`src/design/kwsc_pkg.sv`:
```
`default_nettype none

package kwsc_pkg;

  // item operation codes
  typedef enum logic [1:0] {
    OpClear  = 2'd0,
    OpKey    = 2'd1,
    OpFinish = 2'd2,
    OpText   = 2'd3
  } opcode_e;

  // result status codes
  typedef enum logic [1:0] {
    StatusOk        = 2'd0,
    StatusNonLetter = 2'd1,
    StatusNotReady  = 2'd2
  } status_e;

  // ascii code of the first letter
  localparam logic [7:0] LetterBase = 8'd65;

  // depth of the queue between front and back
  localparam int QueueDepth = 2;
  localparam int QueuePtrW  = $clog2(QueueDepth);

  // classified item handed from front to back
  typedef struct packed {
    opcode_e    op;
    logic [7:0] sym;
    logic       letter;
  } kwsc_item_t;

endpackage

`default_nettype wire

```
`src/design/keyword_substitution_cipher_top.sv`:
```
`default_nettype none

// Keyword substitution cipher over the uppercase letters starting at 'A'.
// Items carry an opcode (clear key, key letter, finish table, text byte) and
// a byte. The front classifies each item and places it in a two-entry queue,
// so the input takes one item per cycle while the queue has room; the back
// executes items one at a time. Clear, key and pass-through text items are
// done as they are taken; a text letter goes through a registered table read,
// then into the result register once that is free. A finish item walks the
// table slots from the key length up, scanning letters downward from the
// highest, until every slot is filled. Only text items give a result, held in
// an output register until taken. Setting direction to 1 selects the decrypt
// table; write it only while the block is idle.

module keyword_substitution_cipher_top
  import kwsc_pkg::*;
#(
  parameter int ALPHABET_SIZE = 26
) (
  input  logic       clk_i,
  input  logic       rst_ni,
  input  logic       in_valid_i,
  output logic       in_stall_o,
  input  logic [1:0] opcode_i,
  input  logic [7:0] symbol_i,
  input  logic       cfg_we_i,
  input  logic       cfg_wdata_i,
  output logic       out_valid_o,
  input  logic       out_stall_i,
  output logic [7:0] out_symbol_o,
  output logic [1:0] status_o
);

  logic       q_full, push, head_valid, pop;
  kwsc_item_t push_item, head;

  // classify incoming items
  kwsc_front #(
    .ALPHABET_SIZE(ALPHABET_SIZE)
  ) u_front (
    .in_valid_i (in_valid_i),
    .in_stall_o (in_stall_o),
    .opcode_i   (opcode_i),
    .symbol_i   (symbol_i),
    .q_full_i   (q_full),
    .push_o     (push),
    .push_item_o(push_item)
  );

  // decoupling queue
  kwsc_queue u_queue (
    .clk_i       (clk_i),
    .rst_ni      (rst_ni),
    .push_i      (push),
    .push_item_i (push_item),
    .full_o      (q_full),
    .pop_i       (pop),
    .head_valid_o(head_valid),
    .head_o      (head)
  );

  // key state, tables and result register
  kwsc_back #(
    .ALPHABET_SIZE(ALPHABET_SIZE)
  ) u_back (
    .clk_i       (clk_i),
    .rst_ni      (rst_ni),
    .head_valid_i(head_valid),
    .head_i      (head),
    .pop_o       (pop),
    .cfg_we_i    (cfg_we_i),
    .cfg_wdata_i (cfg_wdata_i),
    .out_valid_o (out_valid_o),
    .out_stall_i (out_stall_i),
    .out_symbol_o(out_symbol_o),
    .status_o    (status_o)
  );

endmodule

`default_nettype wire

```
`src/design/kwsc_front.sv`:
```
`default_nettype none

module kwsc_front
  import kwsc_pkg::*;
#(
  parameter int ALPHABET_SIZE = 26
) (
  input  logic       in_valid_i,
  output logic       in_stall_o,
  input  logic [1:0] opcode_i,
  input  logic [7:0] symbol_i,
  input  logic       q_full_i,
  output logic       push_o,
  output kwsc_item_t push_item_o
);

  localparam logic [7:0] LetterEnd = LetterBase + 8'(ALPHABET_SIZE);

  // stall whenever the queue has no room
  assign in_stall_o = q_full_i;
  assign push_o     = in_valid_i && !q_full_i;

  // classify the byte as a letter of the alphabet or not
  always_comb begin
    push_item_o.op     = opcode_e'(opcode_i);
    push_item_o.sym    = symbol_i;
    push_item_o.letter = (symbol_i >= LetterBase) && (symbol_i < LetterEnd);
  end

endmodule

`default_nettype wire

```
`src/design/kwsc_queue.sv`:
```
`default_nettype none

module kwsc_queue
  import kwsc_pkg::*;
(
  input  logic       clk_i,
  input  logic       rst_ni,
  input  logic       push_i,
  input  kwsc_item_t push_item_i,
  output logic       full_o,
  input  logic       pop_i,
  output logic       head_valid_o,
  output kwsc_item_t head_o
);

  kwsc_item_t             entries_q [QueueDepth];
  logic [QueuePtrW-1:0]   wr_ptr_q, wr_ptr_d;
  logic [QueuePtrW-1:0]   rd_ptr_q, rd_ptr_d;
  logic [QueuePtrW:0]     count_q, count_d;
  logic                   do_push, do_pop;

  assign full_o       = (count_q == (QueuePtrW + 1)'(QueueDepth));
  assign head_valid_o = (count_q != '0);
  assign head_o       = entries_q[rd_ptr_q];

  assign do_push = push_i && !full_o;
  assign do_pop  = pop_i && head_valid_o;

  // pointer and fill count update
  always_comb begin
    wr_ptr_d = do_push ? wr_ptr_q + 1'b1 : wr_ptr_q;
    rd_ptr_d = do_pop ? rd_ptr_q + 1'b1 : rd_ptr_q;
    count_d  = count_q;
    if (do_push && !do_pop) begin
      count_d = count_q + 1'b1;
    end else if (!do_push && do_pop) begin
      count_d = count_q - 1'b1;
    end
  end

  always_ff @(posedge clk_i or negedge rst_ni) begin
    if (!rst_ni) begin
      wr_ptr_q <= '0;
      rd_ptr_q <= '0;
      count_q  <= '0;
    end else begin
      wr_ptr_q <= wr_ptr_d;
      rd_ptr_q <= rd_ptr_d;
      count_q  <= count_d;
    end
  end

  // item storage
  always_ff @(posedge clk_i) begin
    if (do_push) begin
      entries_q[wr_ptr_q] <= push_item_i;
    end
  end

  property p_no_overflow;
    @(posedge clk_i) disable iff (!rst_ni)
      count_q <= (QueuePtrW + 1)'(QueueDepth);
  endproperty
  a_no_overflow: assert property (p_no_overflow) else $error("queue count overflow");

  property p_pop_moves_ptr;
    @(posedge clk_i) disable iff (!rst_ni)
      do_pop |=> (rd_ptr_q == $past(rd_ptr_q) + 1'b1);
  endproperty
  a_pop_moves_ptr: assert property (p_pop_moves_ptr) else $error("read pointer stuck");

  property p_count_tracks;
    @(posedge clk_i) disable iff (!rst_ni)
      (do_push && !do_pop) |=> (count_q == $past(count_q) + 1'b1);
  endproperty
  a_count_tracks: assert property (p_count_tracks) else $error("count not updated on push");

endmodule

`default_nettype wire

```
`src/design/kwsc_back.sv`:
```
`default_nettype none

module kwsc_back
  import kwsc_pkg::*;
#(
  parameter int ALPHABET_SIZE = 26
) (
  input  logic       clk_i,
  input  logic       rst_ni,
  input  logic       head_valid_i,
  input  kwsc_item_t head_i,
  output logic       pop_o,
  input  logic       cfg_we_i,
  input  logic       cfg_wdata_i,
  output logic       out_valid_o,
  input  logic       out_stall_i,
  output logic [7:0] out_symbol_o,
  output logic [1:0] status_o
);

  localparam int IdxW = $clog2(ALPHABET_SIZE);
  localparam int CntW = $clog2(ALPHABET_SIZE + 1);
  localparam logic [CntW-1:0] CntFull  = CntW'(ALPHABET_SIZE);
  localparam logic [IdxW-1:0] LastIdx  = IdxW'(ALPHABET_SIZE - 1);

  // sequencer states
  localparam logic [1:0] SRun  = 2'd0;
  localparam logic [1:0] SFill = 2'd1;
  localparam logic [1:0] SLook = 2'd2;

  logic [1:0]               state_q, state_d;
  logic [ALPHABET_SIZE-1:0] used_q, used_d;
  logic [CntW-1:0]          key_count_q, key_count_d;
  logic                     ready_q, ready_d;
  logic [CntW-1:0]          slot_q, slot_d;
  logic [IdxW-1:0]          fill_q, fill_d;
  logic                     dir_q;
  logic                     out_valid_q, out_valid_d;
  logic [7:0]               out_sym_q, out_sym_d;
  status_e                  status_q, status_d;

  logic [IdxW-1:0] fwd_mem [ALPHABET_SIZE];
  logic [IdxW-1:0] inv_mem [ALPHABET_SIZE];
  logic [IdxW-1:0] fwd_rd_q, inv_rd_q;

  logic [IdxW-1:0] idx;
  logic [7:0]      idx_full;
  logic            out_free, is_lookup, key_add, rd_en, out_load;
  logic            mem_we;
  logic [IdxW-1:0] wr_slot, wr_letter;

  // letter index of the head byte
  assign idx_full = head_i.sym - LetterBase;
  assign idx      = idx_full[IdxW-1:0];

  assign out_free  = !out_valid_q || !out_stall_i;
  assign is_lookup = (head_i.op == OpText) && ready_q && head_i.letter;

  // in the run state, take the head item unless a pass-through result has nowhere to go
  always_comb begin
    pop_o = 1'b0;
    case (state_q)
      SRun: begin
        if (head_valid_i && (head_i.op != OpText || is_lookup || out_free)) begin
          pop_o = 1'b1;
        end
      end
      default: pop_o = 1'b0;
    endcase
  end

  assign key_add = pop_o && (head_i.op == OpKey) && head_i.letter && !used_q[idx]
                   && (key_count_q < CntFull);
  assign rd_en   = pop_o && is_lookup;

  // sequencer and key state
  always_comb begin
    state_d     = state_q;
    used_d      = used_q;
    key_count_d = key_count_q;
    ready_d     = ready_q;
    slot_d      = slot_q;
    fill_d      = fill_q;
    out_load    = 1'b0;
    out_sym_d   = head_i.sym;
    status_d    = StatusOk;
    mem_we      = 1'b0;
    case (state_q)
      SRun: begin
        if (pop_o) begin
          case (head_i.op)
            OpClear: begin
              used_d      = '0;
              key_count_d = '0;
              ready_d     = 1'b0;
            end
            OpKey: begin
              if (key_add) begin
                used_d[idx] = 1'b1;
                key_count_d = key_count_q + 1'b1;
                ready_d     = 1'b0;
                mem_we      = 1'b1;
              end
            end
            OpFinish: begin
              slot_d  = key_count_q;
              fill_d  = LastIdx;
              state_d = SFill;
            end
            default: begin
              if (is_lookup) begin
                state_d = SLook;
              end else begin
                out_load = 1'b1;
                status_d = ready_q ? StatusNonLetter : StatusNotReady;
              end
            end
          endcase
        end
      end
      SFill: begin
        // walk down from the highest letter, filling free slots
        if (slot_q == CntFull) begin
          ready_d = 1'b1;
          state_d = SRun;
        end else begin
          if (!used_q[fill_q]) begin
            mem_we = 1'b1;
            slot_d = slot_q + 1'b1;
          end
          fill_d = fill_q - 1'b1;
        end
      end
      SLook: begin
        if (out_free) begin
          out_load  = 1'b1;
          out_sym_d = LetterBase + 8'(dir_q ? inv_rd_q : fwd_rd_q);
          status_d  = StatusOk;
          state_d   = SRun;
        end
      end
      default: state_d = SRun;
    endcase
  end

  assign out_valid_d = out_load ? 1'b1 : (out_valid_q && out_stall_i);

  always_ff @(posedge clk_i or negedge rst_ni) begin
    if (!rst_ni) begin
      state_q     <= SRun;
      used_q      <= '0;
      key_count_q <= '0;
      ready_q     <= 1'b0;
      slot_q      <= '0;
      fill_q      <= '0;
      dir_q       <= 1'b0;
      out_valid_q <= 1'b0;
    end else begin
      state_q     <= state_d;
      used_q      <= used_d;
      key_count_q <= key_count_d;
      ready_q     <= ready_d;
      slot_q      <= slot_d;
      fill_q      <= fill_d;
      out_valid_q <= out_valid_d;
      if (cfg_we_i) begin
        dir_q <= cfg_wdata_i;
      end
    end
  end

  // result payload
  always_ff @(posedge clk_i) begin
    if (out_load) begin
      out_sym_q <= out_sym_d;
      status_q  <= status_d;
    end
  end

  // table writes: forward[slot] = letter and inverse[letter] = slot
  assign wr_slot   = (state_q == SFill) ? slot_q[IdxW-1:0] : key_count_q[IdxW-1:0];
  assign wr_letter = (state_q == SFill) ? fill_q : idx;

  always_ff @(posedge clk_i) begin
    if (mem_we) begin
      fwd_mem[wr_slot] <= wr_letter;
    end
    if (rd_en) begin
      fwd_rd_q <= fwd_mem[idx];
    end
  end

  always_ff @(posedge clk_i) begin
    if (mem_we) begin
      inv_mem[wr_letter] <= wr_slot;
    end
    if (rd_en) begin
      inv_rd_q <= inv_mem[idx];
    end
  end

  assign out_valid_o  = out_valid_q;
  assign out_symbol_o = out_sym_q;
  assign status_o     = status_q;

  property p_count_matches_used;
    @(posedge clk_i) disable iff (!rst_ni)
      $countones(used_q) == int'(key_count_q);
  endproperty
  a_count_matches_used: assert property (p_count_matches_used)
    else $error("key count differs from used letters");

  property p_count_bound;
    @(posedge clk_i) disable iff (!rst_ni)
      key_count_q <= CntFull;
  endproperty
  a_count_bound: assert property (p_count_bound) else $error("key count beyond alphabet");

  property p_busy_no_pop;
    @(posedge clk_i) disable iff (!rst_ni)
      (state_q != SRun) |-> !pop_o;
  endproperty
  a_busy_no_pop: assert property (p_busy_no_pop) else $error("item taken while busy");

  property p_key_clears_ready;
    @(posedge clk_i) disable iff (!rst_ni)
      key_add |=> !ready_q;
  endproperty
  a_key_clears_ready: assert property (p_key_clears_ready)
    else $error("table still ready after key change");

endmodule

`default_nettype wire
```
`config.mk`:
```
export PLATFORM = sky130hd
export DESIGN_NAME = keyword_substitution_cipher_top
export DESIGN_NICKNAME = d
export VERILOG_FILES = /design/src/design/kwsc_pkg.sv /design/src/design/keyword_substitution_cipher_top.sv /design/src/design/kwsc_front.sv /design/src/design/kwsc_queue.sv /design/src/design/kwsc_back.sv
export SDC_FILE = /design/constraint.sdc
export NUM_CORES = 1
export LEC_CHECK = 0
export ABC_AREA = 1
export CAP_MARGIN = 20
export CORE_ASPECT_RATIO = 1.75
export CORE_MARGIN = 3
export CORE_UTILIZATION = 50
export CTS_CLUSTER_DIAMETER = 120
export DETAILED_ROUTE_END_ITERATION = 10
export DONT_BUFFER_PORTS = 1
export HOLD_SLACK_MARGIN = 0.06
export PLACE_DENSITY_LB_ADDON = 0.3
export SYNTH_ARGS = -nofsm -noshare
export SYNTH_HDL_FRONTEND = slang
export SYNTH_SLANG_ARGS = --single-unit
export TNS_END_PERCENT = 10
```
`constraint.sdc`:
```
create_clock -name clk_i -period 6.8 [get_ports clk_i]
set_input_delay 1.7 -clock clk_i [delete_from_list [all_inputs] [get_ports clk_i]]
set_output_delay 1.7 -clock clk_i [all_outputs]
set_load 0.02 [all_outputs]
```
==> Yosys cells after proc, flatten, opt, wreduce, memory -nomap -nowiden <==
Memory sizes are Yosys's and may differ from the RTL's. A register that Yosys moved wholly into a read port is not among the register bits.
Index checks and enable logic that the tools add are counted.
{ "word_totals": {"ramBits": 282, "inputBits": 16, "rom_bits": 0, "latch_bits": 0, "out_inout_bits": 12, "wordCells": 148, "mem_count": 3, "regBits": 60} }
{ "mem_list": {"columns": ["name", "words", "width", "rd", "rd_clocked_by_memory_dff", "wr", "line", "rtl"], "rows": [
  ["u_back.fwd_mem", 26, 5, 1, 1, 1, "kwsc_back.sv:42", "logic [IdxW-1:0] fwd_mem [ALPHABET_SIZE];"],
  ["u_back.inv_mem", 26, 5, 1, 1, 1, "kwsc_back.sv:43", "logic [IdxW-1:0] inv_mem [ALPHABET_SIZE];"],
  ["u_queue.entries_q", 2, 11, 1, 0, 1, "kwsc_queue.sv:16", "kwsc_item_t entries_q [QueueDepth];"]
]} }
{ "classes": {"mux": 56, "add_sub_neg": 9, "n_reduce_logical": 39, "magnitude_cmp": 6, "shift": 0, "n_eq_ne": 19, "div": 0, "n_mul": 0, "n_bitwise": 3} }
{ "ops": {"columns": ["op", "count"], "rows": [
  ["$mux 5", 11],
  ["$pmux 26 s2", 1],
  ["$pmux 5 s2", 3],
  ["$mux 26", 1],
  ["$or 26x26->26", 1],
  ["$mux 1", 22],
  ["$logic_and 1x1->1", 16],
  ["$mux 8", 2],
  ["$reduce_and 5->1", 3],
  ["$mux 2", 7],
  ["$lt 5x6->1 const B", 2],
  ["$add 5x1->5 const B", 2],
  ["$bmux 1 s5", 2],
  ["$ne 2x2->1 const B", 5],
  ["$sub 5x1->5 const B", 2],
  ["$ne 3x2->1 const B", 3],
  ["$add 7x8->8 const A", 1],
  ["$eq 2x2->1 const B", 4],
  ["$ge 8x7->1 const B", 1],
  ["$lt 8x7->1 const B", 1],
  ["$ne 2x1->1 const B", 4],
  ["$pmux 1 s2", 4],
  ["$reduce_and 4->1", 2],
  ["$reduce_bool 2->1", 4],
  ["other kinds (17)", 28]
]} }

==> Logic depth before layout (Yosys ltp) <==
Gate-level depths: netlist of run 1.
An unclocked memory read counts as a cell.
{ "logic_depth": {"word_depth": 19, "mapped_depth": 22, "ltp_nobuf": 18} }

==> Modules after synthesis <==
A second synthesis of run 1 with hierarchy kept.
{ "hier_totals": {"hier_cells": 1469, "area_unflattened_um2": 15656.3} }
{ "by_module_without_submodules": {"columns": ["module", "cells_per_inst", "instances", "area_per_inst_um2", "seq_area_each_um2"], "rows": [
  ["kwsc_back", 1351, 1, 14466.4, 9559.2],
  ["kwsc_queue", 89, 1, 1037.2, 760.7],
  ["kwsc_front", 29, 1, 152.6, 0.0]
]} }

==> Worst setup path after synthesis of run 1 <==
No wires, ideal clock.
{ "synth_path": {"path_kind": "register -> register", "start": "register u_queue.rd_ptr_q", "end": "memory u_back.inv_mem[10][0] (netlist name), enable pin", "synth_period_minus_slack_ps": 3716, "setup_ps": 340, "slack_ps": 3084, "t_required_ps": 6460, "n_path_buf": 5, "arrival_time_ps": 3376, "stages_incl_launch_ff": 14, "cell_sequence": "dfrtp_1 > buf_6 > nand2_1 > nand2_1 > buf_2 > buf_2 > buf_1 > ha_1 > inv_1 > clkbuf_1 > nand2_1 > o21ai_0 > nand2_1 > nor2_1"} }
{ "synth_via": {"elab_cells_between_ends": 26, "classes_between": "1 x add/sub; 3 x eq/ne; 11 x mux; 10 x reduce/logical; 1 x memory"} }
{ "synth_rtl": {"columns": ["element", "line", "rtl"], "rows": [
  ["from (decl)", "kwsc_queue.sv:18", "logic [QueuePtrW-1:0] rd_ptr_q, rd_ptr_d;"],
  ["from (signal assigned)", "kwsc_queue.sv:48", "rd_ptr_q <= rd_ptr_d;"],
  ["$mem_v2 2x11", null, null],
  ["$sub 5x1->5", "kwsc_back.sv:53", "assign idx_full = head_i.sym - LetterBase;"],
  ["$mux 5", "kwsc_back.sv:182", "assign wr_letter = (state_q == SFill) ? fill_q : idx;"],
  ["via u_back.wr_letter[1]", "kwsc_back.sv:50", "logic [IdxW-1:0] wr_slot, wr_letter;"],
  ["to (decl)", "kwsc_back.sv:43", null]
]} }
The timed path passes the listed nets, and every way through them passes these cells. The select of a mux whose other input is x is not followed.

==> Worst setup path in the final report of run 1 <==
{ "layout_path": {"start": "register u_queue.rd_ptr_q", "end": "memory u_back.fwd_mem[20][1] (netlist name), enable pin"} }
{ "layout_via": {"elab_chain_cells": 19, "elab_cells_between_ends": 25, "classes_between": "1 x add/sub; 3 x eq/ne; 10 x mux; 10 x reduce/logical; 1 x memory"} }
{ "layout_rtl": {"columns": ["element", "line", "rtl"], "rows": [
  ["$mem_v2 2x11 *", null, null],
  ["parallel branches: the longest is 14 deep, another holds $sub 5x1->5", null, null],
  ["$mux 1 *", "kwsc_back.sv:90", "if (pop_o) begin"],
  ["$pmux 1 s2 *", "kwsc_back.sv:88", "case (state_q)"],
  ["$mux 1 *", "kwsc_back.sv:185", "if (mem_we) begin"],
  ["$mux 1 (not written as such) *", "kwsc_back.sv:186", "fwd_mem[wr_slot] <= wr_letter;"],
  ["to (decl)", "kwsc_back.sv:42", null]
]} }
Every way passes the cells marked *. The select of a mux whose other input is x is not followed.

==> results_dict.tcl, run 1 <==
set metrics [dict create \
    max_slew_margin 0.2963 \
    drc 0 \
    coreArea_um2 30270 \
    layout_min_cycle_time_ns 4.571 \
    clkTransAtPathRegs_ns 0.06 \
    ys.flop_type "edfxtp_1" \
    r2r.worst_path.cells 15 \
    ys_top_cells_by_count "edfxtp_1, nand2_1, nor2_1" \
    slowest_stage "dfrtp_1" \
    ant_nets 0 \
    grt_max_degree 107 \
    cp_max_fo 106 \
    max_freq_mhz 218.7 \
    fillers 2549 \
    std_cell_rows 84 \
    power_frac_seq 0.562 \
    routedWlPerCell_um 20.69 \
    clock_path_buffers 3 \
    pwr-share-comb 0.002 \
    cts_setup_buffers 0 \
    cts_tree "yes" \
    dieArea_um2 33240 \
    netlist.area_leader.share 0.5850 \
    slowest_delay_ns 0.88 \
    area_growth_pct 8.685 \
    dp_hpwl_um 25760 \
    grt_pass1_wl_um 58580 \
    drive_above_1_share 0.07550 \
    fin_cells 1844 \
    power.leakage_nw 6.161 \
    worstHoldPathCells 2 \
    grt_pass1_vias 10799 \
    post-route-period-util 0.6723 \
    crit_path_frequent_cell "nand2_1" \
    switching_share 0.1891 \
    cts.repair.resized 0 \
    worstHoldPathType "flip-flop to flip-flop" \
    gr-total-overflow 0 \
    synth_edf_count 302 \
    root_buffer "clkbuf_16" \
    fp.dieW_um 139.1 \
    power_mw 4.124 \
    p_int_mw 3.344 \
    yosysMostFrequentCell "edfxtp_1" \
    yosysSeqAreaShare 0.6657 \
    start_kind "flip-flop" \
    pwr-share-clk 0.436 \
    crit_arrival_ns 4.79 \
    netSwitchingPower_uw 779.8 \
    hold_path_startpoint "u_back.ready_q$_DFFE_PN0P_" \
    synthArstFlopShare 0.1420 \
    r2r-end "u_back.fwd_mem[20][1]$_DFFE_PP_" \
    fin_skew_ns 0.02038 \
    worst_ir_drop_vdd_v 0.0001801 \
    maxCapViolations 0 \
    numCtsBuffers 31 \
    vias 10654 \
    wl_met3_um 1624 \
    synth_cell_types 40 \
    first_iter_violations 926 \
    synthCells 1457 \
    m1WireLength_um 13500 \
    clkSinkCount 352 \
    tns_ns 0 \
    hold_slack_ns 0.5279 \
    final_net_count 1462 \
    pwr_density_cell_nw_per_um2 244.7 \
    critPathTopFamily "simple AND/OR/NAND/NOR gates" \
    start_util 0.5122 \
    fin_util 0.5566 \
    die_h_um 238.9 \
    yosys_warnings 0 \
    hold_end "u_back.ready_q$_DFFE_PN0P_" \
    syn_nets 1484 \
    synth.cell_area_um2 15500 \
    outcome "finished, final reports clean" \
    crit_type "flip-flop to flip-flop" \
    worstSkewPairLatency_ns 0.58 \
    tightest_slew_ns 1.052 \
    ff2ff_setup_slack_ns 2.23 \
    place_inst 1789 \
    ys_ff_latch 352 \
    critPathBufInv 1 \
    cts_hold_buf 0 \
    synth_area_leaders "edfxtp_1, dfrtp_1, o21ai_0" \
    hold_viol 0 \
    avgViaCountPerCell 5.778 \
    top_layer "met4" \
    cp-end-kind "flip-flop" \
    io_pins 28 \
    worstPathCellList "nand2_1 -> nand2_4 -> buf_4 -> nand2_1 -> nand3_1 -> nand2_1 -> nand2_1 -> nand2_1 -> nand2_1 -> nand2_1 -> nor2_2 -> nand2_2 -> o21ai_2 -> nand2_1 -> nor2_1" \
    required_ns 7.02 \
    gp_congestion 0.8796 \
    drt_wl_total_um 38150 \
    grtUsageTotal 0.2267 \
    antennaDiodeCount 0 \
    yosys.area.top_type "edfxtp_1" \
    drv_slew 0 \
    htreeDepth 1 \
    met2WireLength_um 21020 \
    setup_viol 0 \
    timing.rr.start "u_queue.rd_ptr_q$_DFFE_PN0P_" \
    antenna_found_initial 0 \
    port_buffers 0 \
    dr.pass1.iters 7 \
    postSynthAreaPerCell_um2 10.64 \
    rsz0062_at_grt "false" \
]
worst register-to-register path, cell delays in order, from the launching register on:
cell and delay (ns):
dfrtp_1 0.88, nand2_1 0.22, nand2_4 0.33, buf_4 0.81, nand2_1 0.16, nand3_1 0.11
nand2_1 0.06, nand2_1 0.05, nand2_1 0.05, nand2_1 0.06, nand2_1 0.06, nor2_2 0.10
nand2_2 0.09, o21ai_2 0.26, nand2_1 0.50, nor2_1 0.48
area by class of cell:
type	instances	area, um^2	share of cell area
Inverter	97	366.6	0.02176
Clock inverter	24	272.8	0.01619
Timing Repair Buffer	12	90.09	0.005347
Multi-Input combinational cell	941	4539	0.2694
Tap cell	387	484.2	0.02874
Clock buffer	31	775.7	0.04604
Sequential cell	352	10320	0.6125
logic make-up (layout without fill, tap and decap cells):
logic type                 count (synthesis)  after routing  share of synthesized area
buffers and inverters                    164            164                    0.04536
and+or+nand+nor                          597            597                     0.1609
muxes                                      1              1                  0.0006457
DFF                                      352            352                     0.6657
adders and majority gates                 11             11                   0.008878
AOI/OAI and AO/OA                        326            326                     0.1152
xor gates and xnor gates                   6              6                   0.003390
metrics by stage:
step                      setup slack [ns]  area [um^2]
final                                2.229        16850
after global placement               2.450        15800
after detailed placement             2.295        15800
after global routing                 1.857        16850
after CTS                            2.287        16850
after floorplan                      3.084        15500
per-layer routing:
layer	up-vias	GRT usage
met5	-	0
met4	0	0.1196
met3	116	0.02682
met2	349	0.4414
met1	5136	0.2348
li1	5053	-
placed cells by master (no fill, tap or decap), types with 19 or more instances in the layout:
master     instances
o21ai_1           26
o22ai_1           58
nand2_1          237
clkbuf_16         31
edfxtp_1         302
a21oi_1           37
nand4_1           19
o21ai_0          177
nand3_1           82
dfrtp_1           50
inv_1             85
nor2_1           223
power groups by stage:
stage | sequential, mW | clock [mW] | combinational, mW
after floorplan | 2.36 | 0 | 0.00666
after global placement | 2.36 | 0 | 0.00788
after detailed placement | 2.36 | 0 | 0.00832
after CTS | 2.32 | 1.82 | 0.00838
after global routing | 2.31 | 1.92 | 0.00962
final | 2.32 | 1.80 | 0.00825
sequential cells by signal, indices dropped and copies added (netlist names), 2 cells and up:
name                 cells
u_queue.entries_q       22
u_queue.count_q          2
u_back.used_q           26
u_back.out_symbol_o      8
u_back.slot_q            5
u_back.fwd_mem         130
u_back.key_count_q       5
u_back.fwd_rd_q          5
u_back.inv_mem         130
u_back.inv_rd_q          5
u_back.fill_q            5
u_back.status_o          2
u_back.state_q           2
worst max-delay path by stage:
| stage | start | to | slack (ns) | depth (start not counted) |
|---|---|---|---|---|
| after floorplan | u_queue.rd_ptr_q$_DFFE_PN0P_ | u_back.inv_mem[10][0]$_DFFE_PP_ | 3.08 | 13 |
| after global placement | u_queue.rd_ptr_q$_DFFE_PN0P_ | u_back.fwd_mem[0][1]$_DFFE_PP_ | 2.45 | 15 |
| after detailed placement | u_queue.rd_ptr_q$_DFFE_PN0P_ | u_back.fwd_mem[20][3]$_DFFE_PP_ | 2.30 | 15 |
| after CTS | u_queue.rd_ptr_q$_DFFE_PN0P_ | u_back.fwd_mem[20][1]$_DFFE_PP_ | 2.29 | 15 |
| after global routing | u_queue.rd_ptr_q$_DFFE_PN0P_ | u_back.fwd_mem[20][1]$_DFFE_PP_ | 1.86 | 15 |
| final | u_queue.rd_ptr_q$_DFFE_PN0P_ | u_back.fwd_mem[20][1]$_DFFE_PP_ | 2.23 | 15 |
(Power assumes the default switching activity.)
==> run 2, diff against run 1 <==
- clock period: 6.8 -> 4.55 ns (I/O delays scaled with it)
==> run 2 against run 1 <==
Net effect: non-clock buffer count rose by 16; final cell count is 0.98% higher; register-to-register slack got worse by 1.9 ns; via count increased by 2.4%; sequential cell count unchanged; critical path type unchanged; highest routed layer unchanged.
==> results_dict.tcl, run 2 (same netlist as run 1, synthesis figures left out) <==
set metrics [dict create \
    outcome "finished, final reports clean" \
    grt_max_degree 81 \
    clkSinkCount 352 \
    cts_tree "yes" \
    rsz0062_at_grt "false" \
    hold_viol 0 \
    grtUsageTotal 0.2325 \
    vias 10908 \
    tightest_slew_ns 0.9568 \
    gr-total-overflow 0 \
    crit_arrival_ns 4.44 \
    pwr-share-comb 0.002 \
    regArea_um2 10320 \
    crit_type "flip-flop to flip-flop" \
    hold_slack_ns 0.2510 \
    max_slew_margin 0.3597 \
    root_buffer "clkbuf_16" \
    avgViaCountPerCell 5.858 \
    drt_wl_total_um 39280 \
    dp_hpwl_um 26620 \
    coreArea_um2 30270 \
    dr.pass1.iters 6 \
    pwr_density_cell_nw_per_um2 350.6 \
    start_util 0.5122 \
    layout_min_cycle_time_ns 4.211 \
    cts_setup_buffers 0 \
    numCtsBuffers 31 \
    ant_nets 0 \
    cts_hold_buf 0 \
    port_buffers 0 \
    die_h_um 238.9 \
    start_kind "flip-flop" \
    antenna_found_initial 0 \
    drv_slew 0 \
    drc 0 \
    power.leakage_nw 6.173 \
    dieArea_um2 33240 \
    fp.dieW_um 139.1 \
    fin_skew_ns 0.02420 \
    grt_pass1_wl_um 60500 \
    post-route-period-util 0.9255 \
    maxCapViolations 0 \
    gp_congestion 0.9097 \
    p_int_mw 4.762 \
    io_pins 28 \
    cp_max_fo 17 \
    antennaDiodeCount 0 \
    cts.repair.resized 0 \
    area_growth_pct 8.587 \
    drive_above_1_share 0.08000 \
    worst_ir_drop_vdd_v 0.0003073 \
    final_common_cell "edfxtp_1" \
    switching_share 0.1932 \
    grt_pass1_vias 10905 \
    final_net_count 1478 \
    setup_viol 0 \
    worstHoldPathType "input port to asynchronous set/reset pin" \
    max_freq_mhz 237.5 \
    worstSkewPairLatency_ns 0.59 \
    multiInputGateArea_um2 4524 \
    reg_top3 "u_back.fwd_mem: 130 flops, u_back.inv_mem: 130 flops, u_back.used_q: 26 flops" \
    htreeDepth 1 \
    pwr-share-clk 0.411 \
    netSwitchingPower_mw 1.140 \
    fillers 2544 \
    cp-end-kind "flip-flop" \
    final_cell_mix "edfxtp_1, nand2_1, nor2_1, o21ai_0, inv_1" \
    required_ns 4.78 \
    clkTransAtPathRegs_ns 0.07 \
    clock_path_buffers 3 \
    std_cell_rows 84 \
    tns_ns 0 \
    first_iter_violations 985 \
    power_frac_seq 0.586 \
    r2r.worst_path.cells 16 \
    routedWlPerCell_um 21.10 \
]
[run 2: changes by cell type in the layout (fill, tap and decap cells not counted)]
cell        before  now
buf_4           12   28
clkinv_1        13   20
clkinv_4         5    0
bufinv_16        5    1
clkbuf_1         0    3
clkinvlp_4       3    5
o21ai_2         10   12
o21ai_4          5    3
inv_6            2    1
[run 2: through the flow]
step / worst slack (ns) / area, um^2 / cells / total power [mW] / utilization
3_3_place_gp: 0.5752 / 15900 / 1804 / 3.542 / 0.5252
6_report: 0.3389 / 16830 / 1862 / 5.902 / 0.5561
2_1_floorplan: 0.8339 / 15500 / 1457 / 3.540 / -
5_1_grt: 0.03450 / 16830 / 1862 / 6.053 / 0.5561
3_5_place_dp: 0.4277 / 15900 / 1804 / 3.543 / 0.5252
4_1_cts: 0.3783 / 16830 / 1861 / 5.928 / 0.5559
[run 2: routing by layer]
layer  global-route usage  up-vias  routed length (um)
met5                    0        -                   0
met4               0.1412        0                2530
met3              0.02882      136                2197
met2               0.4293      427               20780
met1               0.2526     5250               13780
li1                     -     5095                   -
[run 2: layout make-up]
type / instances / share of cell area
flip-flops and latches: 352 / 0.6131
multi-input cells: 941 / 0.2688
clock buffers: 34 / 0.04675
well taps: 387 / 0.02876
inverters: 97 / 0.02178
repair buffers: 28 / 0.01249
clock inverters: 23 / 0.008399
[run 2: power by group through the flow]
stage	combinational, mW	clock, mW	sequential, mW
4_1_cts	0.0126	2.45	3.46
3_3_place_gp	0.0120	0	3.53
5_1_grt	0.0147	2.58	3.46
3_5_place_dp	0.0125	0	3.53
6_report	0.0125	2.43	3.46
2_1_floorplan	0.00995	0	3.53
[run 2: path summary, 6_finish.rpt]
kind                                              startpoint  slack, ns                              to
worst min register to register  u_queue.wr_ptr_q$_DFFE_PN0P_       0.54    u_queue.wr_ptr_q$_DFFE_PN0P_
min in group clk_i              u_queue.wr_ptr_q$_DFFE_PN0P_       0.54    u_queue.wr_ptr_q$_DFFE_PN0P_
worst max register to register  u_queue.rd_ptr_q$_DFFE_PN0P_       0.34  u_back.fwd_mem[0][4]$_DFFE_PP_
worst max-delay path            u_queue.rd_ptr_q$_DFFE_PN0P_       0.34  u_back.fwd_mem[0][4]$_DFFE_PP_
worst min-delay path                                  rst_ni       0.25   u_back.state_q[0]$_DFFE_PN0P_
max in group asynchronous                             rst_ni       4.17        u_back.dir_q$_DFFE_PN0P_
[run 2: critical path, cell delays in order (launching register included)]
cell and delay, ns:
dfrtp_1 0.62, inv_2 0.17, nand2_1 0.14, nand2_4 0.08
ha_2 0.56, clkinv_1 0.36, nand3_1 0.18, nand2_1 0.07
nand2_1 0.06, nand2_1 0.06, nand2_1 0.05, nand2_1 0.06
nor2_2 0.08, nand2_2 0.08, o21ai_2 0.28, nand2_1 0.49
nor2_1 0.48
==> run 3, diff against run 2 <==
- clock period: 4.55 -> 4.24 ns (I/O delays scaled with it)
==> run 3 against run 2 <==
Net effect: total power rose by 14%; sequential share of layout area shrank 0.76 points; sequential cell count unchanged; final cell count increased by 0.43%; fmax rose by 21%; register-to-register slack gained 0.42 ns; clock power rose by 23%; critical path type unchanged; critical endpoint is now u_back.fwd_mem[19][0]$_DFFE_PP_.
==> results_dict.tcl, run 3 (same netlist as run 1, synthesis figures left out) <==
set metrics [dict create \
    hold_viol 0 \
    std_cell_rows 84 \
    ant_nets 0 \
    pwr_density_cell_nw_per_um2 394.0 \
    port_buffers 0 \
    clock_path_buffers 3 \
    netSwitchingPower_mw 1.248 \
    grt_pass1_wl_um 59140 \
    timing.rr.start "u_queue.rd_ptr_q$_DFFE_PN0P_" \
    worst_ir_drop_vdd_v 0.0003014 \
    drt_wl_total_um 38790 \
    coreArea_um2 30270 \
    setup_viol 0 \
    root_buffer "clkbuf_16" \
    cts_hold_buf 0 \
    grt_pass1_vias 10861 \
    wl_met3_um 1869 \
    pwr-share-comb 0.002 \
    vias 10852 \
    fin_util 0.5632 \
    reg_top3 "u_back.fwd_mem: 130 flops, u_back.inv_mem: 130 flops, u_back.used_q: 26 flops" \
    htreeDepth 1 \
    hold_slack_ns 0.1698 \
    start_kind "flip-flop" \
    start_util 0.5122 \
    place_area_um2 15950 \
    crit_arrival_ns 3.71 \
    p_int_mw 5.470 \
    fin_skew_ns 0.01347 \
    cts_tree "yes" \
    max_slew_margin 0.3821 \
    dieArea_um2 33240 \
    antennaDiodeCount 0 \
    m1WireLength_um 13700 \
    critPathLaunch "u_queue.rd_ptr_q$_DFFE_PN0P_" \
    switching_share 0.1857 \
    io_pins 28 \
    endpoint "u_back.fwd_mem[19][0]$_DFFE_PP_" \
    required_ns 4.47 \
    dp_hpwl_um 26720 \
    cts.repair.resized 0 \
    rsz0062_at_grt "false" \
    cts_setup_buffers 0 \
    crit_type "flip-flop to flip-flop" \
    gp_congestion 0.8821 \
    antenna_found_initial 0 \
    die_h_um 238.9 \
    final_cell_mix "edfxtp_1, nand2_1, nor2_1, o21ai_0, inv_1" \
    ff2ff_setup_slack_ns 0.76 \
    met2WireLength_um 21030 \
    first_iter_violations 920 \
    max_freq_mhz 287.2 \
    top_layer "met4" \
    cp_max_fo 10 \
    design_area_um2 17050 \
    drc 0 \
    avgViaCountPerCell 5.803 \
    power_frac_seq 0.553 \
    cp-end-kind "flip-flop" \
    dr.pass1.iters 5 \
    clkSinkCount 352 \
    worstHoldPathType "input port to asynchronous set/reset pin" \
    drv_slew 0 \
    r2r-end "u_back.fwd_mem[19][0]$_DFFE_PP_" \
    drive_above_1_share 0.08901 \
    grtUsageTotal 0.2288 \
    final_net_count 1485 \
    grt_max_degree 76 \
    post-route-period-util 0.8212 \
    area_growth_pct 9.959 \
    layout_min_cycle_time_ns 3.482 \
    power.leakage_nw 6.300 \
    maxCapViolations 0 \
    gr-total-overflow 0 \
    pwr-share-clk 0.445 \
    final_common_cell "edfxtp_1" \
    routedWlPerCell_um 20.74 \
    numCtsBuffers 31 \
    clkTransAtPathRegs_ns 0.07 \
    tightest_slew_ns 0.9234 \
    worstSkewPairLatency_ns 0.58 \
    fp.dieW_um 139.1 \
    r2r.worst_path.cells 16 \
    tns_ns 0 \
    outcome "finished, final reports clean" \
]
[run 3: worst min-delay path by stage]
stage,start,to,slack (ns)
final,rst_ni,u_back.used_q[2]$_DFFE_PN0P_,0.17
after floorplan,u_back.fill_q[4]$_DFFE_PN0P_,u_back.fill_q[4]$_DFFE_PN0P_,0.48
after CTS,rst_ni,u_back.fill_q[1]$_DFFE_PN0P_,0.16
after detailed placement,u_back.fill_q[4]$_DFFE_PN0P_,u_back.fill_q[4]$_DFFE_PN0P_,0.54
after global routing,rst_ni,u_back.used_q[2]$_DFFE_PN0P_,0.15
after global placement,u_queue.wr_ptr_q$_DFFE_PN0P_,u_queue.wr_ptr_q$_DFFE_PN0P_,0.52
[run 3: stage by stage]
stage / setup slack (ns) / std cells / power, mW
floorplan: 0.5239 / 1457 / 3.799
global placement: 0.9089 / 1811 / 3.801
detailed placement: 0.7599 / 1811 / 3.802
CTS: 0.7414 / 1869 / 6.748
global route: 0.4336 / 1870 / 6.892
finish: 0.7583 / 1870 / 6.717
[run 3: final cells by class]
class	count	area [um^2]
fill	2554	13220
sequential	352	10320
multi-input combinational	941	4524
clock buffer	39	825.8
tap	387	484.2
inverter	97	366.6
clock inverter	19	262.8
timing repair buffer	35	262.8
[run 3: critical path, cell delays in order, from the launching register on]
cell and delay (ns):
dfrtp_1 0.51, inv_2 0.15, nand2_1 0.13, nand2_4 0.06, ha_2 0.39, clkinv_1 0.25, nand3_1 0.18, nand2_1 0.06
nand2_1 0.05, nand2_1 0.06, nand2_1 0.05, nand2_1 0.07, nor2_2 0.09, nand2_2 0.08, o21ai_2 0.18, nand2_1 0.36
nor2_1 0.46
[run 3: routing by layer]
layer,vias up,GRT usage
li1,5107,-
met1,5230,0.2406
met2,384,0.4370
met3,131,0.02822
met4,0,0.1282
met5,-,0
[run 3: power groups by stage]
stage | Sequential (mW) | Combinational (mW) | Clock [mW]
global route | 3.71 | 0.0155 | 3.16
detailed placement | 3.79 | 0.0132 | 0
CTS | 3.71 | 0.0133 | 3.02
global placement | 3.79 | 0.0128 | 0
finish | 3.71 | 0.0132 | 2.99
floorplan | 3.79 | 0.0107 | 0
